$ cat config.mk
export PLATFORM = sky130hd
export DESIGN_NAME = bresenham_line_rasterizer
export DESIGN_NICKNAME = d
export VERILOG_FILES = /design/src/hw/rtl/bres_pkg.sv /design/src/hw/rtl/bresenham_line_rasterizer.sv /design/src/hw/rtl/bres_front.sv /design/src/hw/rtl/bres_cmd_queue.sv /design/src/hw/rtl/bres_back.sv
export VERILOG_INCLUDE_DIRS = /design/src /design/src/hw/rtl
export SDC_FILE = /design/constraint.sdc
export NUM_CORES = 1
export LEC_CHECK = 0
export ABC_AREA = 1
export ABC_CLOCK_PERIOD_IN_PS = 7000
export BUFFER_PORTS_ARGS = -buffer_cell sky130_fd_sc_hd__buf_2
export CAP_MARGIN = 20
export CELL_PAD_IN_SITES_DETAIL_PLACEMENT = 1
export CELL_PAD_IN_SITES_GLOBAL_PLACEMENT = 1
export CORE_MARGIN = 3
export CORE_UTILIZATION = 35
export DETAILED_ROUTE_END_ITERATION = 8
export GPL_TIMING_DRIVEN = 0
export PLACE_DENSITY = 0.69
export SLEW_MARGIN = 10
export SYNTH_ARGS = -nofsm -noshare
export SYNTH_HDL_FRONTEND = slang
export SYNTH_SLANG_ARGS = --single-unit
$ cat constraint.sdc
create_clock -name clk -period 7 [get_ports clk]
set_clock_uncertainty 0.1 [all_clocks]
set_input_delay 2.1 -clock clk [delete_from_list [all_inputs] [get_ports clk]]
set_output_delay 2.1 -clock clk [all_outputs]
set_load 0.01 [all_outputs]
$ cat src/hw/rtl/assert_macros.svh
// ----------------------------------------------------------------------------
// assert_macros
// Assertion helpers shared by the rtl.
// ----------------------------------------------------------------------------
// every check runs on the rising edge of clk and is off while rst_n is low
`ifndef ASSERT_MACROS_SVH
`define ASSERT_MACROS_SVH

// property must hold at every clock edge
`define BRES_ASSERT(label, prop, msg) \
    label: assert property (@(posedge clk) disable iff (!rst_n) (prop)) else $error(msg);

// expression must never be true at a clock edge
`define BRES_ASSERT_NEVER(label, expr, msg) \
    label: assert property (@(posedge clk) disable iff (!rst_n) !(expr)) else $error(msg);

`endif

$ cat src/hw/rtl/bres_pkg.sv
// ----------------------------------------------------------------------------
// bres_pkg
// Shared types and constants of the line rasterizer: coordinate and error
// widths, the command passed from front to back, pixel and status records.
// ----------------------------------------------------------------------------
`default_nettype none

package bres_pkg;

    localparam int COORD_BITS   = 9;
    localparam int COLOR_BITS   = 16;
    // error stays within [-major_delta, major_delta], two extra bits cover it
    localparam int ERR_BITS     = COORD_BITS + 2;

    localparam int CMD_DEPTH    = 4;
    localparam int CMD_PTR_BITS = $clog2(CMD_DEPTH);
    localparam int CMD_CNT_BITS = CMD_PTR_BITS + 1;

    localparam int OUT_DEPTH    = 2;
    localparam int OUT_PTR_BITS = $clog2(OUT_DEPTH);
    localparam int OUT_CNT_BITS = OUT_PTR_BITS + 1;

    typedef logic [COORD_BITS-1:0]      coord_t;
    typedef logic [COLOR_BITS-1:0]      color_t;
    typedef logic signed [ERR_BITS-1:0] err_t;

    typedef enum logic {
        FUNC_START   = 1'b0,
        FUNC_ADVANCE = 1'b1
    } func_t;

    // classified request, line already ordered along the major axis
    typedef struct packed {
        func_t  func;
        logic   steep;
        coord_t major_start;
        coord_t major_end;
        coord_t minor_start;
        logic   minor_step_down;
        coord_t major_delta;
        coord_t minor_delta;
        color_t color;
    } cmd_t;

    typedef struct packed {
        coord_t x;
        coord_t y;
        color_t color;
        logic   last;
    } pixel_t;

    typedef struct packed {
        logic                    full;
        logic                    valid;
        logic [CMD_CNT_BITS-1:0] count;
    } queue_status_t;

    typedef struct packed {
        logic                    active;
        logic                    cmd_pop;
        logic [OUT_CNT_BITS-1:0] out_count;
    } back_status_t;

endpackage

`default_nettype wire

$ cat src/hw/rtl/bresenham_line_rasterizer.sv
// ----------------------------------------------------------------------------
// bresenham_line_rasterizer
// Integer Bresenham line generator with queue-style request and result ports.
// ----------------------------------------------------------------------------
// A start request (func 0) loads two endpoints and a colour and gives no
// pixel; each advance request (func 1) gives the next pixel of the line, with
// last set on the final one, and the end pixel itself is not drawn. Advance
// requests while no line is active are consumed silently. Requests are taken
// at one per clock while the command queue is not full: the front classifies
// a request in the cycle it is pushed and writes it into a four-entry command
// queue; the stepper retires one queued request per clock, stalling only on
// an advance of an active line while the result queue is full, with a single
// add, compare and subtract on the error term; pixels wait in a two-entry
// result queue. A pixel reaches the ports through the command queue and the
// result queue registers, at one pixel per clock sustained while pop keeps up.
// ----------------------------------------------------------------------------
`default_nettype none

`include "assert_macros.svh"

module bresenham_line_rasterizer (
    input  wire logic                            clk,
    input  wire logic                            rst_n,
    input  wire logic                            push,
    output logic                                 full,
    input  wire logic                            func,
    input  wire logic [bres_pkg::COORD_BITS-1:0] x_start,
    input  wire logic [bres_pkg::COORD_BITS-1:0] y_start,
    input  wire logic [bres_pkg::COORD_BITS-1:0] x_end,
    input  wire logic [bres_pkg::COORD_BITS-1:0] y_end,
    input  wire logic [bres_pkg::COLOR_BITS-1:0] color,
    output logic                                 empty,
    input  wire logic                            pop,
    output logic [bres_pkg::COORD_BITS-1:0]      pixel_x,
    output logic [bres_pkg::COORD_BITS-1:0]      pixel_y,
    output logic [bres_pkg::COLOR_BITS-1:0]      pixel_color,
    output logic                                 last
);
    import bres_pkg::*;

    cmd_t          front_cmd;
    cmd_t          head_cmd;
    queue_status_t cmd_status;
    back_status_t  back_status;
    logic          cmd_pop;

    // request classification
    bres_front u_front (
        .func    (func),
        .x_start (x_start),
        .y_start (y_start),
        .x_end   (x_end),
        .y_end   (y_end),
        .color   (color),
        .cmd     (front_cmd)
    );

    // command queue between front and stepper
    bres_cmd_queue u_cmd_queue (
        .clk    (clk),
        .rst_n  (rst_n),
        .push   (push),
        .wr_cmd (front_cmd),
        .pop    (cmd_pop),
        .rd_cmd (head_cmd),
        .status (cmd_status)
    );

    // stepper and result queue
    bres_back u_back (
        .clk         (clk),
        .rst_n       (rst_n),
        .cmd         (head_cmd),
        .cmd_valid   (cmd_status.valid),
        .cmd_pop     (cmd_pop),
        .empty       (empty),
        .pop         (pop),
        .pixel_x     (pixel_x),
        .pixel_y     (pixel_y),
        .pixel_color (pixel_color),
        .last        (last),
        .status      (back_status)
    );

    assign full = cmd_status.full;

    // checks
    `BRES_ASSERT_NEVER(a_cmd_count_bound, cmd_status.count > CMD_CNT_BITS'(CMD_DEPTH), "command queue overfilled")
    `BRES_ASSERT_NEVER(a_out_count_bound, back_status.out_count > OUT_CNT_BITS'(OUT_DEPTH), "result queue overfilled")
    `BRES_ASSERT(a_no_pixel_drop, (back_status.cmd_pop && head_cmd.func == FUNC_ADVANCE && back_status.active) |-> (back_status.out_count != OUT_CNT_BITS'(OUT_DEPTH)), "pixel emitted into a full result queue")
    `BRES_ASSERT(a_stepper_progress, (cmd_status.valid && back_status.out_count == '0) |-> back_status.cmd_pop, "stepper stalled with room for a result")

endmodule

`default_nettype wire

$ cat src/hw/rtl/bres_front.sv
// ----------------------------------------------------------------------------
// bres_front
// Classifies an incoming request: for a line start it finds the major axis,
// orders the endpoints so the major coordinate rises and works out deltas.
// ----------------------------------------------------------------------------
`default_nettype none

module bres_front (
    input  wire logic                        func,
    input  wire logic [bres_pkg::COORD_BITS-1:0] x_start,
    input  wire logic [bres_pkg::COORD_BITS-1:0] y_start,
    input  wire logic [bres_pkg::COORD_BITS-1:0] x_end,
    input  wire logic [bres_pkg::COORD_BITS-1:0] y_end,
    input  wire logic [bres_pkg::COLOR_BITS-1:0] color,
    output bres_pkg::cmd_t                   cmd
);
    import bres_pkg::*;

    coord_t dx;
    coord_t dy;
    logic   steep;
    coord_t ma;
    coord_t mb;
    coord_t na;
    coord_t nb;
    logic   swap;
    coord_t major_lo;
    coord_t major_hi;
    coord_t minor_a;
    coord_t minor_b;

    // absolute deltas and steepness
    always_comb
    begin
        dx    = (x_start > x_end) ? (x_start - x_end) : (x_end - x_start);
        dy    = (y_start > y_end) ? (y_start - y_end) : (y_end - y_start);
        steep = dy > dx;
    end

    // map to major/minor axes and order along the major axis
    always_comb
    begin
        ma       = steep ? y_start : x_start;
        na       = steep ? x_start : y_start;
        mb       = steep ? y_end   : x_end;
        nb       = steep ? x_end   : y_end;
        swap     = ma > mb;
        major_lo = swap ? mb : ma;
        major_hi = swap ? ma : mb;
        minor_a  = swap ? nb : na;
        minor_b  = swap ? na : nb;
    end

    // build the command record
    always_comb
    begin
        cmd.func            = func_t'(func);
        cmd.steep           = steep;
        cmd.major_start     = major_lo;
        cmd.major_end       = major_hi;
        cmd.minor_start     = minor_a;
        cmd.minor_step_down = !(minor_a < minor_b);
        cmd.major_delta     = major_hi - major_lo;
        cmd.minor_delta     = (minor_a > minor_b) ? (minor_a - minor_b)
                                                  : (minor_b - minor_a);
        cmd.color           = color;
    end

endmodule

`default_nettype wire

$ cat src/hw/rtl/bres_cmd_queue.sv
// ----------------------------------------------------------------------------
// bres_cmd_queue
// Short first-in first-out queue of classified requests between the front
// and the stepper, so either side can stall without holding up the other.
// ----------------------------------------------------------------------------
`default_nettype none

module bres_cmd_queue (
    input  wire logic              clk,
    input  wire logic              rst_n,
    input  wire logic              push,
    input  wire bres_pkg::cmd_t    wr_cmd,
    input  wire logic              pop,
    output bres_pkg::cmd_t         rd_cmd,
    output bres_pkg::queue_status_t status
);
    import bres_pkg::*;

    cmd_t                    entry_reg [CMD_DEPTH];
    logic [CMD_PTR_BITS-1:0] wr_ptr_reg;
    logic [CMD_PTR_BITS-1:0] wr_ptr_next;
    logic [CMD_PTR_BITS-1:0] rd_ptr_reg;
    logic [CMD_PTR_BITS-1:0] rd_ptr_next;
    logic [CMD_CNT_BITS-1:0] count_reg;
    logic [CMD_CNT_BITS-1:0] count_next;
    logic                    do_push;
    logic                    do_pop;

    // handshake qualification
    always_comb
    begin
        do_push = push && !status.full;
        do_pop  = pop && status.valid;
    end

    // pointer and fill count update
    always_comb
    begin
        wr_ptr_next = do_push ? (wr_ptr_reg + 1'b1) : wr_ptr_reg;
        rd_ptr_next = do_pop  ? (rd_ptr_reg + 1'b1) : rd_ptr_reg;
        unique case ({do_push, do_pop})
            2'b10:   count_next = count_reg + 1'b1;
            2'b01:   count_next = count_reg - 1'b1;
            default: count_next = count_reg;
        endcase
    end

    // control registers
    always_ff @(posedge clk or negedge rst_n)
    begin
        if (!rst_n)
        begin
            wr_ptr_reg <= '0;
            rd_ptr_reg <= '0;
            count_reg  <= '0;
        end
        else
        begin
            wr_ptr_reg <= wr_ptr_next;
            rd_ptr_reg <= rd_ptr_next;
            count_reg  <= count_next;
        end
    end

    // entry storage
    always_ff @(posedge clk)
    begin
        if (do_push)
        begin
            entry_reg[wr_ptr_reg] <= wr_cmd;
        end
    end

    // head of queue and status
    always_comb
    begin
        rd_cmd       = entry_reg[rd_ptr_reg];
        status.full  = count_reg == CMD_CNT_BITS'(CMD_DEPTH);
        status.valid = count_reg != '0;
        status.count = count_reg;
    end

endmodule

`default_nettype wire

$ cat src/hw/rtl/bres_back.sv
// ----------------------------------------------------------------------------
// bres_back
// Bresenham stepper: loads a line on a start request and, while it is active,
// emits one pixel per advance request into a small result queue at the outputs.
// ----------------------------------------------------------------------------
`default_nettype none

module bres_back (
    input  wire logic                            clk,
    input  wire logic                            rst_n,
    input  wire bres_pkg::cmd_t                  cmd,
    input  wire logic                            cmd_valid,
    output logic                                 cmd_pop,
    output logic                                 empty,
    input  wire logic                            pop,
    output logic [bres_pkg::COORD_BITS-1:0]      pixel_x,
    output logic [bres_pkg::COORD_BITS-1:0]      pixel_y,
    output logic [bres_pkg::COLOR_BITS-1:0]      pixel_color,
    output logic                                 last,
    output bres_pkg::back_status_t               status
);
    import bres_pkg::*;

    // line state
    logic   active_reg;
    logic   active_next;
    logic   steep_reg;
    coord_t major_pos_reg;
    coord_t major_pos_next;
    coord_t major_end_reg;
    coord_t minor_pos_reg;
    coord_t minor_pos_next;
    logic   step_down_reg;
    coord_t major_delta_reg;
    coord_t minor_delta_reg;
    err_t   err_reg;
    err_t   err_next;
    color_t color_reg;

    // result queue
    pixel_t                  out_q_reg [OUT_DEPTH];
    logic [OUT_PTR_BITS-1:0] out_wr_ptr_reg;
    logic [OUT_PTR_BITS-1:0] out_wr_ptr_next;
    logic [OUT_PTR_BITS-1:0] out_rd_ptr_reg;
    logic [OUT_PTR_BITS-1:0] out_rd_ptr_next;
    logic [OUT_CNT_BITS-1:0] out_count_reg;
    logic [OUT_CNT_BITS-1:0] out_count_next;

    logic                  out_full;
    logic                  out_pop;
    logic                  is_start;
    logic                  load;
    logic                  emit;
    logic [COORD_BITS:0]   major_inc;
    logic                  fin;
    err_t                  err_sum;
    err_t                  err_adj;
    logic                  minor_step;
    err_t                  err_init;
    pixel_t                pix;

    // request scheduling: start and idle advances never need result space
    always_comb
    begin
        out_full = out_count_reg == OUT_CNT_BITS'(OUT_DEPTH);
        empty    = out_count_reg == '0;
        out_pop  = pop && !empty;
        is_start = cmd.func == FUNC_START;
        cmd_pop  = cmd_valid && (is_start || !active_reg || !out_full);
        load     = cmd_pop && is_start;
        emit     = cmd_pop && !is_start && active_reg;
    end

    // one bresenham step
    always_comb
    begin
        major_inc  = {1'b0, major_pos_reg} + 1'b1;
        fin        = major_inc >= {1'b0, major_end_reg};
        err_sum    = err_reg + $signed({2'b00, minor_delta_reg});
        err_adj    = err_sum - $signed({2'b00, major_delta_reg});
        minor_step = !err_sum[ERR_BITS-1] && (err_sum != '0);
        err_init   = '0 - $signed({2'b00, (cmd.major_delta >> 1)});
        pix.x      = steep_reg ? minor_pos_reg : major_pos_reg;
        pix.y      = steep_reg ? major_pos_reg : minor_pos_reg;
        pix.color  = color_reg;
        pix.last   = fin;
    end

    // next line state
    always_comb
    begin
        active_next    = active_reg;
        major_pos_next = major_pos_reg;
        minor_pos_next = minor_pos_reg;
        err_next       = err_reg;
        if (load)
        begin
            active_next    = cmd.major_start < cmd.major_end;
            major_pos_next = cmd.major_start;
            minor_pos_next = cmd.minor_start;
            err_next       = err_init;
        end
        else if (emit)
        begin
            major_pos_next = major_inc[COORD_BITS-1:0];
            if (fin)
            begin
                active_next = 1'b0;
            end
            if (minor_step)
            begin
                minor_pos_next = step_down_reg ? (minor_pos_reg - 1'b1)
                                               : (minor_pos_reg + 1'b1);
                err_next       = err_adj;
            end
            else
            begin
                err_next = err_sum;
            end
        end
    end

    // result queue pointers and count
    always_comb
    begin
        out_wr_ptr_next = emit    ? (out_wr_ptr_reg + 1'b1) : out_wr_ptr_reg;
        out_rd_ptr_next = out_pop ? (out_rd_ptr_reg + 1'b1) : out_rd_ptr_reg;
        unique case ({emit, out_pop})
            2'b10:   out_count_next = out_count_reg + 1'b1;
            2'b01:   out_count_next = out_count_reg - 1'b1;
            default: out_count_next = out_count_reg;
        endcase
    end

    // control registers
    always_ff @(posedge clk or negedge rst_n)
    begin
        if (!rst_n)
        begin
            active_reg     <= 1'b0;
            out_wr_ptr_reg <= '0;
            out_rd_ptr_reg <= '0;
            out_count_reg  <= '0;
        end
        else
        begin
            active_reg     <= active_next;
            out_wr_ptr_reg <= out_wr_ptr_next;
            out_rd_ptr_reg <= out_rd_ptr_next;
            out_count_reg  <= out_count_next;
        end
    end

    // line payload registers
    always_ff @(posedge clk)
    begin
        major_pos_reg <= major_pos_next;
        minor_pos_reg <= minor_pos_next;
        err_reg       <= err_next;
        if (load)
        begin
            steep_reg       <= cmd.steep;
            major_end_reg   <= cmd.major_end;
            step_down_reg   <= cmd.minor_step_down;
            major_delta_reg <= cmd.major_delta;
            minor_delta_reg <= cmd.minor_delta;
            color_reg       <= cmd.color;
        end
    end

    // result storage
    always_ff @(posedge clk)
    begin
        if (emit)
        begin
            out_q_reg[out_wr_ptr_reg] <= pix;
        end
    end

    // oldest result and status
    always_comb
    begin
        pixel_x          = out_q_reg[out_rd_ptr_reg].x;
        pixel_y          = out_q_reg[out_rd_ptr_reg].y;
        pixel_color      = out_q_reg[out_rd_ptr_reg].color;
        last             = out_q_reg[out_rd_ptr_reg].last;
        status.active    = active_reg;
        status.cmd_pop   = cmd_pop;
        status.out_count = out_count_reg;
    end

endmodule

`default_nettype wire
==> results.sh <==
export IMPL_fin_crit_ns=8.96
export IMPL_grt_start_max_net_pins=55
export IMPL_outcome="finished with violations"
export IMPL_cts_tree="yes"
export IMPL_setup_ws_ns=-1.96
export IMPL_drc=0
export IMPL_routed_wl_um=65100
export IMPL_slowest_delay_ns=0.34
export IMPL_viasPerCell=5.15
export IMPL_rsz0062_at_grt="true"
export IMPL_core_area_mm2=0.0591
export IMPL_clockBufferDepth=3
export IMPL_clock_sinks=412
export IMPL_syn_to_final_growth_pct=29.5
export IMPL_num_rows=89
export IMPL_die_h_um=251
export IMPL_critical_path_class="input port to flop"
export IMPL_cp_arrival_ns=9.19
export IMPL_grt_overflow_total=0
export IMPL_initial_utilization_pct=35.4
export IMPL_ys_seq_area_share_pct=58.8
export IMPL_syn_avg_cell_area_um2=10.4
export IMPL_io_pins=94
export IMPL_path_clk_slew_ns=0.06
export IMPL_cpMaxStageDelayCell="o31ai_2"
export IMPL_drv_slew=0
export IMPL_numCtsBuffers=42
export IMPL_final_cell_mix="edfxtp_1, nand2_1, inv_1"
export IMPL_wire_per_inst_um=21.1
export IMPL_max_freq_mhz=112
export IMPL_grt_pass1_wl_um=96600
export IMPL_die_x_um=251
export IMPL_grt_pass1_vias=17000
export IMPL_violations="setup timing"
export IMPL_portBuffers=93
export IMPL_htree_levels=2
export IMPL_largest_reg_flops=256
export IMPL_dpl_instance_area_mm2=0.0232
export IMPL_holdBufCountCts=0
export IMPL_drt_first_pass_iters=5
export IMPL_ant_nets=0
export IMPL_hp_class="flop to flop"
export IMPL_antenna_found_initial=1
export IMPL_critPathLaunchType="input port"
export IMPL_synth_cells=2014
export IMPL_ys_warn_count=0
export IMPL_ys_flop_type="edfxtp_1"
export IMPL_ys_ff_latch=412
export IMPL_drive_above_1_share_pct=25.1
export IMPL_drv_cap=0
export IMPL_globalRouteTotalUtil_pct=19.7
export IMPL_final_common_cell="edfxtp_1"
export IMPL_fin_area_mm2=0.0271
export IMPL_synth_area_mm2=0.0209
export IMPL_fp_dieArea_mm2=0.0628
export IMPL_hold_viol=0
export IMPL_root_buffer="clkbuf_16"
export IMPL_fin_crit_sh_pct=128
export IMPL_setup_violations=123
export IMPL_cp_max_fo=8
export IMPL_synth_edf_count=400
export IMPL_drtIter0Drc=860
export IMPL_critPathCaptureType="flop"
export IMPL_ys_types=46
export IMPL_maxSlewHeadroom_pct=39.1
export IMPL_vias=15900
export IMPL_insertion_delay_ns=0.55
export IMPL_cp_common_cell="inv_2"
export IMPL_tightest_slew_ns=0.911
export IMPL_worst_ep_required_time_ns=7.23
export IMPL_nets=2470
export IMPL_async_flop_share_pct=2.91
export IMPL_place_congestion=0.874
export IMPL_dp_hpwl_um=45500
export IMPL_postSynthNetCount=2199
worst max-delay path: cells and delay by family:
| kind | cells | cell delay, ns |
|---|---|---|
| compound gates | 14 | 2.19 |
| xor+xnor | 2 | 0.53 |
| fa+ha+maj | 4 | 1.12 |
| buf+inv | 11 | 1.31 |
| simple gates | 17 | 1.90 |
metal layers:
metal	vias up	wire length, µm	GRT usage (%)
met5	-	0	0
met4	0	2150	6.95
met3	120	2460	2.33
met2	352	34100	36.3
met1	7963	26400	23.8
li1	7489	-	-
through the flow:
step	worst slack (ns)	TNS (ns)	util (%)	std cells	hold WS, ns
finish	-1.96	-83.69	45.9	3093	0.351
global route	-2.33	-140.79	45.9	3093	0.361
CTS	-1.71	-68.39	44.3	3059	0.350
detailed placement	-3.98	-290.65	39.2	2894	0.334
global placement	-3.70	-535.54	38.6	2880	0.323
floorplan	-1.76	-64.36	-	2014	0.321
cell families after synthesis:
logic type | synth area share [%]
AO/OA/AOI/OAI | 11.4
flip-flops | 58.8
XOR/XNOR | 2.68
multiplexers | 0.191
buffers and inverters | 5.71
AND/OR/NAND/NOR | 13.2
adder cells (fa/ha/maj) | 8.01
Yosys cell counts (10+ instances only):
library cell / number / area share, %
o21ai_0: 217 / 5.2
inv_1: 226 / 4.1
nand2_1: 429 / 7.7
ha_1: 118 / 7.1
clkbuf_1: 67 / 1.2
xor2_1: 45 / 1.9
nand2_2: 11 / 0.33
a32oi_1: 13 / 0.54
xnor2_1: 19 / 0.79
o22ai_1: 46 / 1.4
dfrtp_1: 12 / 1.4
a21oi_1: 97 / 2.3
fa_1: 10 / 0.96
edfxtp_1: 400 / 57
nand3_1: 51 / 1.2
nor2_1: 145 / 2.6
o211ai_1: 10 / 0.36
what timing repair did:
action,4_1_cts,5_1_grt
gates cloned,5,0
buffers inserted,86,41
gates resized for setup,240,158
pin swaps,76,78
setup endpoints to repair,180,180
worst paths after layout:
path	cells after the start	startpoint	end	slack, ns
worst min-delay path	0	u_back.color_reg[13]	u_back.out_q_reg[0][14]	0.35
max in group asynchronous	1	rst_n	u_back.out_wr_ptr_reg	5.19
worst max-delay path	48	y_start[3]	u_cmd_queue.entry_reg[2][24]	-1.96
worst min register to register	0	u_back.color_reg[13]	u_back.out_q_reg[0][14]	0.35
worst max register to register	16	u_cmd_queue.rd_ptr_reg[0]	u_back.active_reg	2.57
min in group asynchronous	1	rst_n	u_cmd_queue.count_reg[1]	1.35
cell type report:
| type | count | area [µm²] |
|---|---|---|
| diodes | 1 | 2.50 |
| plain buffers | 77 | 519 |
| clock buffers | 52 | 1120 |
| clock inverters | 26 | 273 |
| fillers | 6371 | 32000 |
| inverters | 231 | 938 |
| multi-input cells | 1293 | 9050 |
| flip-flops and latches | 412 | 12300 |
| well taps | 773 | 967 |
| repair buffers | 228 | 1940 |
Power is left out: the tool's default activity adds up to more than one toggle a clock period on the data nets, which glitch-free logic cannot reach.
